==> config.mk <==
export PLATFORM = sky130hd
export DESIGN_NAME = ble_adv_record_filter_core
export DESIGN_NICKNAME = d
export VERILOG_FILES = /design/src/rtl/core/barf_pkg.sv /design/src/rtl/core/ble_adv_record_filter_core.sv
export SDC_FILE = /design/constraint.sdc
export NUM_CORES = 1
export LEC_CHECK = 0
export BUFFER_PORTS_ARGS = -buffer_cell sky130_fd_sc_hd__buf_2
export CORE_ASPECT_RATIO = 1.5
export CORE_MARGIN = 10
export CORE_UTILIZATION = 66
export DETAILED_ROUTE_END_ITERATION = 10
export PLACE_DENSITY = 0.85
export SLEW_MARGIN = 20
export SYNTH_ARGS = -nofsm -noshare
export SYNTH_HDL_FRONTEND = slang
export SYNTH_SLANG_ARGS = --single-unit
export TNS_END_PERCENT = 5
==> constraint.sdc <==
create_clock -name clock -period 7.8 [get_ports clock]
set_input_delay 0.78 -clock clock [delete_from_list [all_inputs] [get_ports clock]]
set_output_delay 0.78 -clock clock [all_outputs]
set_load 0.005 [all_outputs]
==> src/rtl/core/barf_pkg.sv <==
// ----------------------------------------------------------------------------
// barf_pkg : shared types and constants for the advertising record filter
// Request and response payload structs, register indexes and field codes.
// ----------------------------------------------------------------------------
package barf_pkg;

   // configuration register indexes
   localparam int unsigned CSR_IDX_W = 1;
   localparam logic [CSR_IDX_W-1:0] CSR_SCAN_ENABLE = 1'd0;
   localparam logic [CSR_IDX_W-1:0] CSR_OWN_CHANNEL = 1'd1;

   // AD structure type codes
   localparam logic [7:0] AD_NAME_SHORT = 8'h08;
   localparam logic [7:0] AD_NAME_FULL  = 8'h09;
   localparam logic [7:0] AD_MANUF      = 8'hFF;

   // manufacturer magic FF FF AB CD
   localparam logic [7:0] MAGIC_0 = 8'hFF;
   localparam logic [7:0] MAGIC_1 = 8'hFF;
   localparam logic [7:0] MAGIC_2 = 8'hAB;
   localparam logic [7:0] MAGIC_3 = 8'hCD;

   localparam logic [7:0] NAME_MAX       = 8'd31;
   localparam logic [7:0] CHANNEL_OFFSET = 8'd4;
   localparam logic [7:0] MIN_RECORD_LEN = 8'd16;
   localparam logic [7:0] MIN_MAGIC_LEN  = 8'd4;

   // result kinds
   localparam logic KIND_NAME    = 1'b0;
   localparam logic KIND_SUMMARY = 1'b1;

   typedef struct packed {
      logic [7:0] data_byte;
      logic [7:0] bytes_after;
   } req_type;

   typedef struct packed {
      logic       kind;
      logic [7:0] name_char;
      logic       name_end;
      logic       record_accepted;
      logic [7:0] record_channel;
      logic       malformed;
      logic       last;
   } rsp_type;

endpackage

==> src/rtl/core/ble_adv_record_filter_core.sv <==
// ----------------------------------------------------------------------------
// ble_adv_record_filter_core : advertising data record filter
// Walks the length-type-data structures of an advertising payload, emits
// device name characters and reports a keyboard record summary per packet.
// ----------------------------------------------------------------------------
// Usage:
//  - req_*: one payload byte per request with the count of bytes still to
//    come; bytes_after of zero marks the last byte of a packet.
//  - rsp_*: name characters (kind 0) and one summary per packet (kind 1);
//    last marks the final response caused by a request.
//  - csr_*: register writes, always ready; write only while idle.
//  - Each request is decoded in the cycle it is accepted; its responses
//    enter a four-entry registered response queue that feeds rsp_*.
//  - Throughput: one request per cycle while req_stall is low. A request makes
//    at most two responses; req_stall rises while the queue holds more than
//    two, so a run of bytes that each finish a name and a packet goes at the
//    output rate of one response per cycle while rsp_stall is low.
//  - rsp_stall holds the queue head; requests keep flowing until the queue
//    holds more than two entries.
//  - Reset: scanning disabled, own channel zero, packet state cleared, queue
//    empty. With scanning disabled requests are taken and dropped.
// ----------------------------------------------------------------------------
module ble_adv_record_filter_core (
   input  logic                               clock,
   input  logic                               reset,
   input  logic                               req_valid,
   output logic                               req_stall,
   input  barf_pkg::req_type                  req_data,
   output logic                               rsp_valid,
   input  logic                               rsp_stall,
   output barf_pkg::rsp_type                  rsp_data,
   input  logic                               csr_valid,
   output logic                               csr_ready,
   input  logic [barf_pkg::CSR_IDX_W-1:0]     csr_index,
   input  logic [7:0]                         csr_wdata
);

   typedef enum logic [1:0] {
      PH_LEN  = 2'd0,
      PH_TYPE = 2'd1,
      PH_DATA = 2'd2,
      PH_STOP = 2'd3
   } phase_type;

   localparam int unsigned QDEPTH = 4;
   localparam int unsigned QAW    = $clog2(QDEPTH);
   localparam int unsigned QCW    = $clog2(QDEPTH + 1);

   // configuration
   logic       scan_enable_ff;
   logic [7:0] own_channel_ff;

   // packet walk state
   phase_type  phase_ff, phase_in;
   logic [7:0] field_left_ff, field_left_in;
   logic [7:0] field_kind_ff, field_kind_in;
   logic [7:0] field_pos_ff, field_pos_in;
   logic [7:0] field_len_ff, field_len_in;
   logic       magic_good_ff, magic_good_in;
   logic [7:0] seen_channel_ff, seen_channel_in;
   logic       accepted_flag_ff, accepted_flag_in;
   logic [7:0] accepted_channel_ff, accepted_channel_in;
   logic       stop_flag_ff, stop_flag_in;

   // response queue
   barf_pkg::rsp_type q_ff [QDEPTH];
   logic [QAW-1:0]    head_ff, tail_ff;
   logic [QCW-1:0]    count_ff;

   logic              req_take, rsp_take;
   logic              emit_name, emit_sum;
   logic [7:0]        name_lim, left_dec;
   logic              is_name;
   logic              pass_now;
   logic [7:0]        pass_channel;
   barf_pkg::rsp_type name_rsp, sum_rsp, wr0, wr1;
   logic [1:0]        n_push;

   assign req_stall = (count_ff > QCW'(QDEPTH - 2));
   assign req_take  = req_valid && !req_stall;
   assign rsp_valid = (count_ff != '0);
   assign rsp_take  = rsp_valid && !rsp_stall;
   assign rsp_data  = q_ff[head_ff];
   assign csr_ready = 1'b1;

   assign is_name  = (field_kind_ff == barf_pkg::AD_NAME_SHORT) ||
                     (field_kind_ff == barf_pkg::AD_NAME_FULL);
   assign name_lim = (field_len_ff < barf_pkg::NAME_MAX) ? field_len_ff
                                                          : barf_pkg::NAME_MAX;
   assign left_dec = field_left_ff - 8'd1;

   always_comb begin
      phase_in            = phase_ff;
      field_left_in       = field_left_ff;
      field_kind_in       = field_kind_ff;
      field_pos_in        = field_pos_ff;
      field_len_in        = field_len_ff;
      magic_good_in       = magic_good_ff;
      seen_channel_in     = seen_channel_ff;
      accepted_flag_in    = accepted_flag_ff;
      accepted_channel_in = accepted_channel_ff;
      stop_flag_in        = stop_flag_ff;
      emit_name           = 1'b0;
      emit_sum            = 1'b0;
      pass_now            = 1'b0;
      pass_channel        = 8'd0;

      case (phase_ff)
         PH_LEN: begin
            if (req_data.bytes_after == 8'd0) begin
               // lone trailing byte: stop, not malformed
               phase_in = PH_STOP;
               stop_flag_in = 1'b0;
            end else if (req_data.data_byte == 8'd0 ||
                         req_data.data_byte > req_data.bytes_after) begin
               phase_in = PH_STOP;
               stop_flag_in = 1'b1;
            end else begin
               field_left_in = req_data.data_byte;
               phase_in = PH_TYPE;
            end
         end
         PH_TYPE: begin
            field_kind_in   = req_data.data_byte;
            field_len_in    = left_dec;
            field_left_in   = left_dec;
            field_pos_in    = 8'd0;
            magic_good_in   = 1'b0;
            seen_channel_in = 8'd0;
            phase_in        = (left_dec == 8'd0) ? PH_LEN : PH_DATA;
         end
         PH_DATA: begin
            if (is_name) begin
               emit_name = (field_pos_ff < name_lim);
            end else if (field_kind_ff == barf_pkg::AD_MANUF) begin
               case (field_pos_ff)
                  8'd0: magic_good_in = (req_data.data_byte == barf_pkg::MAGIC_0);
                  8'd1: magic_good_in = magic_good_ff &&
                                        (req_data.data_byte == barf_pkg::MAGIC_1);
                  8'd2: magic_good_in = magic_good_ff &&
                                        (req_data.data_byte == barf_pkg::MAGIC_2);
                  8'd3: magic_good_in = magic_good_ff &&
                                        (req_data.data_byte == barf_pkg::MAGIC_3);
                  default: magic_good_in = magic_good_ff;
               endcase
               if (field_pos_ff == barf_pkg::CHANNEL_OFFSET &&
                   field_len_ff > barf_pkg::CHANNEL_OFFSET) begin
                  seen_channel_in = req_data.data_byte;
               end
            end
            field_pos_in  = field_pos_ff + 8'd1;
            field_left_in = left_dec;
            if (left_dec == 8'd0) begin
               // field complete: keyboard record decision
               if (field_kind_ff == barf_pkg::AD_MANUF && magic_good_in &&
                   field_len_ff >= barf_pkg::MIN_MAGIC_LEN &&
                   field_len_ff >= barf_pkg::MIN_RECORD_LEN &&
                   (own_channel_ff == 8'd0 || own_channel_ff == seen_channel_in)) begin
                  accepted_flag_in    = 1'b1;
                  accepted_channel_in = seen_channel_in;
                  pass_now            = 1'b1;
                  pass_channel        = seen_channel_in;
               end
               phase_in = PH_LEN;
            end
         end
         default: ;
      endcase

      emit_sum = (req_data.bytes_after == 8'd0);

      // packet end or scanning off: back to a fresh packet
      if (!scan_enable_ff || emit_sum) begin
         phase_in            = PH_LEN;
         field_left_in       = 8'd0;
         field_kind_in       = 8'd0;
         field_pos_in        = 8'd0;
         field_len_in        = 8'd0;
         magic_good_in       = 1'b0;
         seen_channel_in     = 8'd0;
         accepted_flag_in    = 1'b0;
         accepted_channel_in = 8'd0;
         stop_flag_in        = 1'b0;
      end
      if (!scan_enable_ff) begin
         emit_name = 1'b0;
         emit_sum  = 1'b0;
      end
   end

   // summary reports the state as updated by this byte, before clearing
   always_comb begin
      name_rsp                  = '0;
      name_rsp.kind             = barf_pkg::KIND_NAME;
      name_rsp.name_char        = req_data.data_byte;
      name_rsp.name_end         = (field_pos_ff + 8'd1 == name_lim);
      name_rsp.last             = !emit_sum;

      sum_rsp                   = '0;
      sum_rsp.kind              = barf_pkg::KIND_SUMMARY;
      sum_rsp.malformed         = (phase_ff == PH_LEN) &&
                                  (req_data.bytes_after != 8'd0) ? 1'b0 :
                                  (phase_ff == PH_STOP) ? stop_flag_ff : 1'b0;
      sum_rsp.last              = 1'b1;

      sum_rsp.record_accepted   = accepted_flag_ff || pass_now;
      sum_rsp.record_channel    = pass_now ? pass_channel : accepted_channel_ff;
      if (!sum_rsp.record_accepted)
         sum_rsp.record_channel = 8'd0;

      wr0    = emit_name ? name_rsp : sum_rsp;
      wr1    = sum_rsp;
      n_push = {1'b0, emit_name} + {1'b0, emit_sum};
   end

   always_ff @(posedge clock) begin
      if (reset) begin
         scan_enable_ff      <= 1'b0;
         own_channel_ff      <= 8'd0;
         phase_ff            <= PH_LEN;
         field_left_ff       <= 8'd0;
         field_kind_ff       <= 8'd0;
         field_pos_ff        <= 8'd0;
         field_len_ff        <= 8'd0;
         magic_good_ff       <= 1'b0;
         seen_channel_ff     <= 8'd0;
         accepted_flag_ff    <= 1'b0;
         accepted_channel_ff <= 8'd0;
         stop_flag_ff        <= 1'b0;
         head_ff             <= '0;
         tail_ff             <= '0;
         count_ff            <= '0;
      end else begin
         if (csr_valid && csr_ready) begin
            case (csr_index)
               barf_pkg::CSR_SCAN_ENABLE: scan_enable_ff <= csr_wdata[0];
               barf_pkg::CSR_OWN_CHANNEL: own_channel_ff <= csr_wdata;
               default: ;
            endcase
         end
         if (req_take) begin
            phase_ff            <= phase_in;
            field_left_ff       <= field_left_in;
            field_kind_ff       <= field_kind_in;
            field_pos_ff        <= field_pos_in;
            field_len_ff        <= field_len_in;
            magic_good_ff       <= magic_good_in;
            seen_channel_ff     <= seen_channel_in;
            accepted_flag_ff    <= accepted_flag_in;
            accepted_channel_ff <= accepted_channel_in;
            stop_flag_ff        <= stop_flag_in;
            tail_ff             <= tail_ff + QAW'(n_push);
         end
         if (rsp_take)
            head_ff <= head_ff + QAW'(1);
         count_ff <= count_ff + (req_take ? QCW'(n_push) : QCW'(0))
                              - (rsp_take ? QCW'(1) : QCW'(0));
      end
   end

   // queue payload, no reset
   always_ff @(posedge clock) begin
      if (req_take && n_push != 2'd0)
         q_ff[tail_ff] <= wr0;
      if (req_take && n_push == 2'd2)
         q_ff[tail_ff + QAW'(1)] <= wr1;
   end

   // ---------------------------------------------------------------------
   a_queue_bound : assert property (@(posedge clock) disable iff (reset)
      count_ff <= QCW'(QDEPTH))
      else $error("response queue over depth");

   a_stop_flag_only_stopped : assert property (@(posedge clock) disable iff (reset)
      stop_flag_ff |-> phase_ff == PH_STOP)
      else $error("malformed flag outside stopped walk");

   a_packet_end_clears : assert property (@(posedge clock) disable iff (reset)
      req_take && req_data.bytes_after == 8'd0 |=>
         phase_ff == PH_LEN && !accepted_flag_ff && !stop_flag_ff)
      else $error("packet state not cleared at packet end");

   a_disabled_no_push : assert property (@(posedge clock) disable iff (reset)
      req_take && !scan_enable_ff && !rsp_take |=> $stable(count_ff))
      else $error("response produced while scanning disabled");

   a_stall_holds_head : assert property (@(posedge clock) disable iff (reset)
      rsp_valid && rsp_stall |=> rsp_valid && $stable(head_ff))
      else $error("queue head moved under stall");

endmodule

After elaboration in Yosys (flattened, before gate mapping)
Memory sizes are Yosys's and may differ from the RTL's. A register that Yosys moved wholly into a read port is not among the register bits.
Cells that the tools add are included.
{ "word_totals": {"wordCells": 164, "output_inout_bits": 24, "mem_bits_rw": 84, "regBits": 69, "n_memories": 1, "in_bits": 30} }
{ "op_classes": {"n_eq_ne": 19, "muxes": 64, "add_sub_neg": 8, "n_bitwise": 1, "reduce_logical": 49, "order_cmp": 7} }
{ "mem_list": {"columns": ["memory", "words", "width", "read_ports", "rd_clocked_by_memory_dff", "write_ports", "line_no", "source"], "rows": [
  ["q_ff", 4, 21, 1, 1, 2, "ble_adv_record_filter_core.sv:66", "barf_pkg::rsp_type q_ff [QDEPTH];"]
]} }
{ "op_table": {"columns": ["cell", "count"], "rows": [
  ["2-to-1 mux 8 bit", 23],
  ["one-hot mux 8 bit (2 select lines)", 3],
  ["logical NOT 8 bit", 5],
  ["equality test 8 bit, second input constant", 4],
  ["2-to-1 mux 1 bit", 26],
  ["2-to-1 mux 21 bit", 1],
  ["equality test 8 x 2 -> 1 bit, second input constant", 2],
  ["equality test 8 x 4 -> 1 bit, second input constant", 2],
  ["equality test 8 bit", 2],
  ["2-to-1 mux 2 bit", 8],
  ["logical AND 1 bit", 13],
  ["nonzero test 2 bit", 6],
  ["nonzero test 3 bit", 4],
  ["!= test 3 bit, second input constant", 3],
  ["adder 8 x 1 -> 8 bit, second input constant", 1],
  ["equality test 8 x 1 -> 1 bit, second input constant", 1],
  ["equality test 8 x 3 -> 1 bit, second input constant", 1],
  [">= comparator 8 x 3 -> 1 bit, second input constant", 1],
  [">= comparator 8 x 5 -> 1 bit, second input constant", 1],
  ["> comparator 8 x 3 -> 1 bit, second input constant", 1],
  ["> comparator 8 bit", 1],
  ["< comparator 8 x 5 -> 1 bit, second input constant", 1],
  ["< comparator 8 bit", 1],
  ["AND reduction 2 bit", 4],
  ["21 further kinds", 33]
]} }

Longest topological paths before layout
Gate-level depths: netlist of the first run.
{ "depth": {"depth_word": 16, "ltp_mapped": 17, "mapped_depth_nobuf": 17} }

Worst setup path before layout of the first run
Ideal clock, no wire load.
{ "synth_timing": {"kind": "register to register", "startpoint": "reg field_len_ff[5]", "endpoint": "mem q_ff[0][10] (netlist name), enable pin", "path_stages_with_launch": 17, "setup_ns": 0.335, "required_ns": 7.465, "arrival_ns": 3.368, "slack_ns": 4.097, "path_buffers": 0, "synth_period_minus_slack_ns": 3.703, "path_cell_list": "dfxtp_1 -> or3_1 -> nor2_1 -> ha_1 -> nor2b_1 -> o21a_1 -> o21a_1 -> o211ai_1 -> a21oi_1 -> nor2_1 -> inv_1 -> ha_1 -> nor2_1 -> nand2_1 -> nor2_1 -> a21oi_1 -> inv_1"} }
{ "synth_lines": {"columns": ["item", "line_no", "source"], "rows": [
  ["from (decl)", "ble_adv_record_filter_core.sv:58", "logic [7:0] field_len_ff, field_len_in;"],
  ["from (signal assigned)", "ble_adv_record_filter_core.sv:246", "field_len_ff <= field_len_in;"],
  ["to (decl)", "ble_adv_record_filter_core.sv:66", null]
]} }

==> key figures, run 1 <==
STA
  – Unrepaired setup endpoints after global routing: no
  – Final hold slack: 0.457 ns
  – Worst slew pin tran: 1.06 ns
  – Final count of hold timing violations: 0
  – Final setup fails: 0
  – Worst slew margin: 0.289
  – Period minus WS final: 4.46 ns
  – Max-slew violation count: 0
  – Max Fclk: 224 MHz
  – Clock Skew: 0.00846 ns
  – Final Cycle Share: 0.572
  – Post-Route Setup TNS: 0 ns

Clock network
  – Clock Tree Buf Depth: 2
  – Cts hold-fix bufs: 0
  – Setup bufs post-CTS: 0
  – Clock Root Buffer: clkbuf_16
  – Reg clk slew, reported paths: 0.06 ns
  – CTS resizes: 0
  – Clk_lat worst skew: 0.43 ns
  – Clock Sinks: 155
  – CTS tree: built
  – CTS buffer count: 17
  – CTS HTree Levels: 4

GRT
  – First-pass GRT wire length: 34.6 mm
  – Global Route Usage Sum: 0.242
  – Grt ovf: 0
  – Vias in the first global route: 6991
  – Antenna violations before repair: 0
  – Largest net degree at the start of global routing: 66

Setup path
  – R2R setup slack: 3.34 ns
  – Startpoint types: register
  – Crit-path max FO: 10
  – Crit. End Element: register
  – CP Data Required Time: 7.88 ns
  – Arr. time, crit path: 4.54 ns
  – Setup CP Type: register to register

Outcome
  – Status: finished, final reports clean

Pwr
  – Final Power: 2050 µW
  – Switching pwr: 524 µW
  – Sw Ratio: 0.256
  – Power per cell area: 224 mW/mm²
  – Internal power: 1530 µW
  – Sequential group share of total power: 0.419
  – Worst vdd ir: 0.161 mV
  – Leakage power: 0.00367 µW
  – Clock Power Share: 0.445
  – Logic gate share of total power: 0.137

Synthesis
  – Top_reg_cell synth: dfxtp_1
  – Sequential-to-total area share from yosys stat: 0.426
  – Syn_area_per_cell: 9.75 µm²
  – Cell count after synthesis: 844
  – Synth Cell Area: 0.00823 mm²
  – Number of synthesized register bits: 155
  – Top cells by area, synth: dfxtp_1 (28%), edfxtp_1 (15%), mux4_2 (5.7%), ha_1 (4.9%), nor2_1 (4.2%)
  – Top cell type's share of synthesized area: 0.280
  – Async set-reset flop share out of synthesis: 0
  – Number of distinct library cells after synthesis: 76
  – Cell taking the most area after synthesis: dfxtp_1
  – Number of flops mapped to enable cells by yosys: 40
  – Yosys warns: 0

Floorplan
  – Die area: 0.0174 mm²
  – Io pins: 54
  – FP Rows: 49
  – Die Ht: 157 µm
  – DIE WIDTH: 111 µm
  – Starting Density: 0.682
  – Core Area: 0.0121 mm²

Cells and area
  – Area growth from synthesis to layout: 11.0%
  – Commonest cells after routing, fill and taps aside: dfxtp_1 (115), nor2_1 (92), a21oi_1 (53), nand2_1 (52), buf_2 (51)
  – Design Area, Final: 0.00913 mm²
  – Final Core Density: 0.756
  – # diodes: 0
  – Nets@finish: 939
  – Most common cell after layout, fill and taps aside: dfxtp_1
  – Fraction of layout cells with a size suffix above 1: 0.161

Route
  – Wirelength per Cell: 20.5 µm
  – Via Count: 6814
  – Total wire length: 21.3 mm
  – DRT iter0 DRCs: 674
  – DR pass1 iterations: 8
  – Vias per cell: 6.54
  – DR DRC count: 0
  – ANT nets after route: 0

Job
  – MaxCap Viol Count: 0

Placed design
  – Routability cong.: 0.955
  – Area after DPL: 0.00846 mm²
  – DP HPWL: 14.9 mm
  – Port-buffer cells: 52

Hold path
  – HP Class: register to register
-- cells in the mapped netlist (3+ instances only) --
cell type,number
inv_1,39
o2111ai_1,7
nand2_1,52
clkbuf_8,7
a31oi_1,5
or3_1,6
and2_2,3
o21ai_0,21
ha_1,32
nor4_1,11
and2_1,39
edfxtp_1,40
a21o_1,9
nand2b_1,10
nand3_2,8
a22oi_1,17
o31ai_1,3
and3_1,5
mux2i_1,14
o211ai_1,10
o21a_1,9
buf_1,3
o22ai_1,3
nand3_1,22
mux4_2,21
dfxtp_1,115
nor2_1,92
clkbuf_1,33
a21oi_1,53
xor2_1,9
o2bb2ai_1,8
nor3_1,9
a211oi_1,3
a22o_1,33
nor2b_1,11
xnor2_1,16
nand4_1,8
or4b_1,8
or2_2,4
-- metrics by stage --
stage	std cells	setup WS [ns]
6_report	1042	3.34
3_5_place_dp	1010	3.41
2_1_floorplan	847	4.10
5_1_grt	1042	2.83
4_1_cts	1042	3.38
3_3_place_gp	1010	3.67
-- per-layer routing --
metal | global-route usage | vias to the layer above | share of wire
met4 | 0.137 | 0 | 0.043
met1 | 0.259 | 3269 | 0.38
met2 | 0.435 | 326 | 0.51
li1 | - | 3140 | -
met3 | 0.0490 | 79 | 0.062
met5 | 0 | - | 0
-- layout make-up --
| cell class | count | area, µm² |
|---|---|---|
| tap | 153 | 191 |
| clock buffer | 21 | 514 |
| inverter | 41 | 154 |
| multi-input combinational | 606 | 4340 |
| timing repair buffer | 55 | 285 |
| sequential | 155 | 3500 |
| clock inverter | 11 | 150 |
| fill | 792 | 2940 |
-- critical path, stage by stage, from the launching register on --
cell      delay, ns
dfxtp_1        0.35
or3_1          0.43
nor2_1         0.20
ha_1           0.27
nor2b_1        0.13
o21a_1         0.17
o21a_1         0.17
o211ai_1       0.15
a21oi_1        0.11
nor2_1         0.21
inv_1          0.17
ha_1           0.27
nor2_1         0.50
nand2_1        0.16
nor2_1         0.20
a21oi_1        0.22
inv_1          0.43
-- logic make-up after synthesis --
group           share of synthesized area
compound gates                      0.171
xor+xnor                           0.0266
fa+ha+maj                          0.0511
buf+inv                            0.0496
flops                               0.426
mux                                0.0758
other cells                      0.000456
simple gates                        0.200
-- flip-flops by register name, summed over array words and instances, names as in the netlist, named ones only --
register / cells
accepted_channel_ff: 8
accepted_flag_ff: 1
count_ff: 3
field_kind_ff: 8
field_left_ff: 8
field_len_ff: 8
field_pos_ff: 8
head_ff: 2
magic_good_ff: 1
own_channel_ff: 8
phase_ff: 2
q_ff: 84
scan_enable_ff: 1
seen_channel_ff: 8
stop_flag_ff: 1
tail_ff: 2
-- worst paths after layout --
check                   from  cells past startpoint           to
max          field_len_ff[5]                     16   q_ff[0][6]
min              q_ff[3][20]                      1  q_ff[3][20]
max reg2reg  field_len_ff[5]                     16   q_ff[0][6]
min reg2reg      q_ff[3][20]                      1  q_ff[3][20]
-- power groups by stage --
stage | logic [µW] | clock network [µW] | registers (µW)
2_1_floorplan | 214 | 0 | 867
5_1_grt | 311 | 947 | 860
6_report | 281 | 911 | 858
3_3_place_gp | 269 | 0 | 874
3_5_place_dp | 279 | 0 | 876
4_1_cts | 282 | 911 | 858
Power figures use the tool's default switching activity.
==> run 2, diff against run 1 <==
ABC_AREA = 1   (was default)
CORE_UTILIZATION = 55   (was 66)
PLACE_DENSITY = 0.75   (was 0.85)
clock period = 4 ns   (was 7.8 ns; I/O delays follow)
==> key figures, run 2 <==
Outcome
  – Status: finished, final reports clean

STA
  – Clock Skew: 0.0104 ns
  – Final count of hold timing violations: 0
  – Worst slew pin tran: 0.824 ns
  – Post-Route Setup TNS: 0 ns
  – Unrepaired setup endpoints after global routing: no
  – Final Cycle Share: 0.926
  – Period minus WS final: 3.70 ns
  – Final setup fails: 0
  – Worst slew margin: 0.450
  – Max Fclk: 270 MHz
  – Worst setup margin: 0.296 ns
  – Max-slew violation count: 0

Clock network
  – Setup bufs post-CTS: 0
  – Clock Root Buffer: clkbuf_16
  – Reg clk slew, reported paths: 0.07 ns
  – CTS resizes: 0
  – Clock Tree Buf Depth: 2
  – CTS tree: built
  – CTS buffer count: 17
  – Clock Sinks: 155
  – CTS HTree Levels: 4
  – Clk_lat worst skew: 0.43 ns
  – Cts hold-fix bufs: 0

Pwr
  – Sequential group share of total power: 0.394
  – Sw Ratio: 0.333
  – Leakage power: 0.00355 µW
  – Logic gate share of total power: 0.238
  – Power per cell area: 484 mW/mm²
  – Switching pwr: 1460 µW
  – Internal power: 2910 µW
  – Clock Power Share: 0.369
  – Worst vdd ir: 0.301 mV

Synthesis
  – Sequential-to-total area share from yosys stat: 0.443
  – Most frequent cell after synthesis: nand2_1
  – Number of synthesized register bits: 155
  – Number of distinct library cells after synthesis: 51
  – Cell taking the most area after synthesis: dfxtp_1
  – Top cell type's share of synthesized area: 0.291
  – Cell count after synthesis: 1017
  – Async set-reset flop share out of synthesis: 0
  – Number of flops mapped to enable cells by yosys: 40
  – Top_reg_cell synth: dfxtp_1
  – Yosys warns: 0
  – Synth Cell Area: 0.00792 mm²
  – Top cells by area, synth: dfxtp_1 (29%), edfxtp_1 (15%), nand2_1 (8.3%), o21ai_0 (7.3%), a21oi_1 (6.6%)
  – Synth cell count leaders: nand2_1 (176), o21ai_0 (116), dfxtp_1 (115), a21oi_1 (105), nor2_1 (101)
  – Syn_area_per_cell: 7.78 µm²

Setup path
  – Crit-path max FO: 6
  – Startpoint types: register
  – Arr. time, crit path: 4.01 ns
  – CP Data Required Time: 4.31 ns
  – Setup CP Type: register to register
  – Crit. End Element: register

GRT
  – Global Route Usage Sum: 0.209
  – Largest net degree at the start of global routing: 43
  – M2 GR Usage: 0.384
  – M3 GR Usage: 0.0416
  – Antenna violations before repair: 0
  – Vias in the first global route: 7003
  – Grt ovf: 0
  – First-pass GRT wire length: 34.0 mm
  – Met1 GRT Util: 0.225
  – Grt peak-use layer: met2

Floorplan
  – DIE WIDTH: 118 µm
  – FP Rows: 53
  – Die Ht: 167 µm
  – Io pins: 54
  – Die area: 0.0197 mm²
  – Starting Density: 0.563
  – Core Area: 0.0141 mm²

Placed design
  – Routability cong.: 0.931
  – DP HPWL: 14.8 mm
  – Port-buffer cells: 52
  – Place WS: 0.270 ns

Route
  – Via Count: 7232
  – ANT nets after route: 0
  – Wirelength per Cell: 16.4 µm
  – Vias per cell: 5.67
  – Total wire length: 20.9 mm
  – DR pass1 iterations: 5
  – DRT iter0 DRCs: 428
  – DR DRC count: 0

Cells and area
  – Area growth from synthesis to layout: 14.0%
  – Nets@finish: 1133
  – Max reg flops: 84
  – Most common cell after layout, fill and taps aside: nand2_1
  – # diodes: 0
  – Largest Register: q_ff
  – Fraction of layout cells with a size suffix above 1: 0.135
  – Commonest cells after routing, fill and taps aside: nand2_1 (175), dfxtp_1 (115), o21ai_0 (114), a21oi_1 (105), nor2_1 (101)

Hold path
  – HP Class: input port to register

Job
  – MaxCap Viol Count: 0
run 2: cell types whose count changed after synthesis, sizes merged, moves of 12 or more:
| cell | before | now |
|---|---|---|
| nand2 | 53 | 194 |
| mux2i | 14 | 0 |
| and2 | 43 | 1 |
| inv | 39 | 88 |
| nor2 | 92 | 104 |
| mux4 | 21 | 0 |
| a22oi | 17 | 5 |
| nand3 | 30 | 65 |
| o21ai | 23 | 118 |
| xnor2 | 16 | 3 |
| a21oi | 54 | 107 |
| o22ai | 3 | 27 |
| a22o | 33 | 0 |
run 2: metrics by stage:
step,instance area (µm²),cells,hold WS (ns),utilization,power [µW]
2_1_floorplan,7930,1020,0.422,-,2450
3_3_place_gp,8410,1243,0.432,0.598,2770
3_5_place_dp,8410,1243,0.436,0.598,2780
4_1_cts,9010,1275,0.217,0.641,4380
5_1_grt,9020,1275,0.240,0.642,4590
6_report,9020,1275,0.225,0.642,4370
run 2: path summary, 6_finish.rpt:
kind,startpoint,endpoint,slack [ns],depth (start not counted)
max,field_len_ff[7],count_ff[2],0.30,21
min,csr_wdata[4],own_channel_ff[4],0.22,3
max reg2reg,field_len_ff[7],count_ff[2],0.30,21
min reg2reg,q_ff[1][20],q_ff[1][20],0.45,2
run 2: power by group through the flow:
stage                     Sequential, µW  Clock, µW  Combinational, µW
after CTS                           1720       1620               1040
after floorplan                     1740          0                709
final                               1720       1610               1040
after global routing                1730       1690               1170
after detailed placement            1750          0               1030
after global placement              1750          0               1010
run 2: worst max-delay path: stages (launching register included):
cell and delay [ns]:
dfxtp_1 0.30, inv_1 0.06, nand2_1 0.14, nor2_1 0.12
o21ai_1 0.12, or2_2 0.30, ha_1 0.18, o21bai_1 0.14
a21o_1 0.13, a21oi_1 0.06, o21ai_0 0.20, nand3_1 0.12
nand2_2 0.14, clkinv_1 0.10, ha_1 0.30, nand2_1 0.06
ha_1 0.27, inv_1 0.04, ha_1 0.18, fa_1 0.39
o21ai_1 0.17, a21oi_1 0.08
run 2: metal layers:
layer / routed length [µm] / share of wire
met1: 8320 / 0.40
met2: 11100 / 0.53
met3: 922 / 0.044
met4: 578 / 0.028
met5: 0 / 0
run 2: final cells by class:
| class | count | area, µm² |
|---|---|---|
| Inverter | 93 | 357 |
| Fill cell | 1252 | 5040 |
| Multi-Input combinational cell | 730 | 3910 |
| Tap cell | 192 | 240 |
| Clock buffer | 18 | 450 |
| Timing Repair Buffer | 73 | 418 |
| Clock inverter | 14 | 146 |
| Sequential cell | 155 | 3500 |
run 2: cell families (layout without fill, tap and decap cells):
family          after synthesis  in the layout  share of synthesized area
simple gates                407            407                      0.237
compound gates              271            271                      0.184
flops                       155            155                      0.443
buf+inv                     135            198                     0.0658
fa+ha+maj                    33             33                     0.0531
xor+xnor                     15             15                     0.0166
other cells                   1              4                   0.000474
==> run 3, diff against run 2 <==
ABC_AREA = default   (was 1)
REMOVE_ABC_BUFFERS = 1   (was default)
==> key figures, run 3 (same netlist as run 1, synthesis figures left out) <==
Setup path
  – Crit path depth: 18
  – Worst path buffer plus inverter count: 3
  – Worst Reg-to-Reg Cells: 18
  – Arr. time, crit path: 3.94 ns
  – CP top delay family: simple AND/OR/NAND/NOR gates
  – Peak per-stage delay on the critical path: 0.43 ns
  – CP Data Required Time: 4.28 ns
  – Crit-path slowest cell: or3_1
  – Setup CP Type: register to register
  – CP cell instances: or3_1, nor2_2, ha_1, nor2b_1, o21a_1, o21a_1, o211ai_1, a21oi_1, nor2_2, inv_1, ha_1, nor2_1, buf_4, nand2_1, o21bai_1, a21oi_1, buf_4, nor2b_1
  – Crit. End Element: register
  – Startpoint types: register
  – Crit-path max FO: 11

Clock network
  – CTS buffer count: 17
  – Clock Tree Buf Depth: 2
  – Clock Root Buffer: clkbuf_16
  – CTS HTree Levels: 4
  – Cts hold-fix bufs: 0
  – Clk_lat worst skew: 0.43 ns
  – Reg clk slew, reported paths: 0.07 ns
  – Setup bufs post-CTS: 0
  – CTS tree: built
  – CTS resizes: 0
  – Clock Sinks: 155

Cells and area
  – # diodes: 0
  – Fraction of layout cells with a size suffix above 1: 0.187
  – FF+latch area: 0.00350 mm²
  – Area growth from synthesis to layout: 12.6%
  – Commonest cells after routing, fill and taps aside: dfxtp_1 (115), nor2_1 (90), a21oi_1 (53), nand2_1 (52), buf_2 (52)
  – Most common cell after layout, fill and taps aside: dfxtp_1
  – Nets@finish: 957
  – Largest Register: q_ff
  – Footprint of the multi-input gates: 0.00435 mm²
  – Final Core Density: 0.635
  – Fill cell count: 1213
  – Max reg flops: 84

Route
  – DR DRC count: 0
  – DR pass1 iterations: 6
  – DRT iter0 DRCs: 654
  – Vias per cell: 6.11
  – Via Count: 6736
  – Total wire length: 20.9 mm
  – Wirelength per Cell: 18.9 µm
  – ANT nets after route: 0

STA
  – Unrepaired setup endpoints after global routing: no
  – Max Fclk: 273 MHz
  – Final count of hold timing violations: 0
  – Final setup fails: 0
  – Post-Route Setup TNS: 0 ns
  – Worst slew pin tran: 1.09 ns
  – Clock Skew: 0.0115 ns
  – Final Cycle Share: 0.915
  – Max-slew violation count: 0
  – Period minus WS final: 3.66 ns
  – Worst setup margin: 0.340 ns
  – Worst slew margin: 0.268

Job
  – MaxCap Viol Count: 0

Pwr
  – Power per cell area: 413 mW/mm²
  – Sequential group share of total power: 0.437
  – Internal power: 2730 µW
  – Clock Power Share: 0.418
  – Logic gate share of total power: 0.145
  – Sw Ratio: 0.287
  – Leakage power: 0.00370 µW
  – Switching pwr: 1100 µW
  – Worst vdd ir: 0.221 mV

Placed design
  – Place WS: 0.168 ns
  – DP HPWL: 14.8 mm
  – Port-buffer cells: 52
  – Routability cong.: 0.887

GRT
  – Grt ovf: 0
  – First-pass GRT wire length: 34.0 mm
  – Vias in the first global route: 6511
  – Antenna violations before repair: 0
  – Largest net degree at the start of global routing: 38
  – Global Route Usage Sum: 0.207

Floorplan
  – FP Rows: 54
  – Die Ht: 170 µm
  – Core Area: 0.0146 mm²
  – Starting Density: 0.564
  – DIE WIDTH: 120 µm
  – Die area: 0.0204 mm²
  – Io pins: 54

Hold path
  – Hold Crit Depth: 3
  – HP Class: input port to register

Outcome
  – Status: finished, final reports clean
run 3: cell types whose count changed in the layout (fill, tap and decap cells not counted), moves of 12 or more:
| cell | delta |
|---|---|
| o21ai_0 | -93 |
| nand2_2 | -15 |
| and2_1 | +38 |
| a22oi_1 | +12 |
| a21oi_1 | -52 |
| nand3_1 | -35 |
| inv_1 | -52 |
| mux4_2 | +21 |
| o22ai_1 | -24 |
| nand2_1 | -123 |
| a22o_1 | +32 |
| mux2i_1 | +14 |
| xnor2_1 | +13 |
run 3: cell type report:
class / count / share of cell area
Multi-Input combinational cell: 606 / 0.469
Sequential cell: 155 / 0.378
Clock buffer: 17 / 0.0459
Timing Repair Buffer: 73 / 0.0451
Tap cell: 196 / 0.0265
Clock inverter: 15 / 0.0180
Inverter: 41 / 0.0174
run 3: through the flow:
stage	power (µW)	cells	cell area, µm²	hold WS [ns]
floorplan	2060	802	7990	0.421
global placement	2260	1071	8660	0.434
detailed placement	2270	1071	8660	0.438
CTS	3850	1103	9250	0.218
global route	3990	1103	9270	0.228
finish	3830	1103	9270	0.223
run 3: worst min-delay path: stages:
cell and delay (ns):
buf_2 0.10, nand3_1 0.05, a21oi_1 0.05
run 3: power groups by stage:
stage	sequential [µW]	combinational, µW	clock (µW)
floorplan	1740	325	0
global placement	1710	550	0
detailed placement	1710	556	0
CTS	1670	559	1620
global route	1680	616	1690
finish	1670	556	1600
run 3: worst paths after layout:
kind                           from                      to  slack, ns
min                    csr_wdata[2]       own_channel_ff[2]       0.22
max                 field_len_ff[5]              q_ff[1][1]       0.34
min reg2reg  accepted_channel_ff[5]  accepted_channel_ff[5]       0.45
max reg2reg         field_len_ff[5]              q_ff[1][1]       0.34
run 3: per-layer routing:
metal	routed length, µm	global-route usage	up-vias
met5	0	0	-
li1	-	-	3195
met3	1310	0.0391	52
met2	10800	0.369	260
met1	8110	0.237	3229
met4	620	0.0847	0
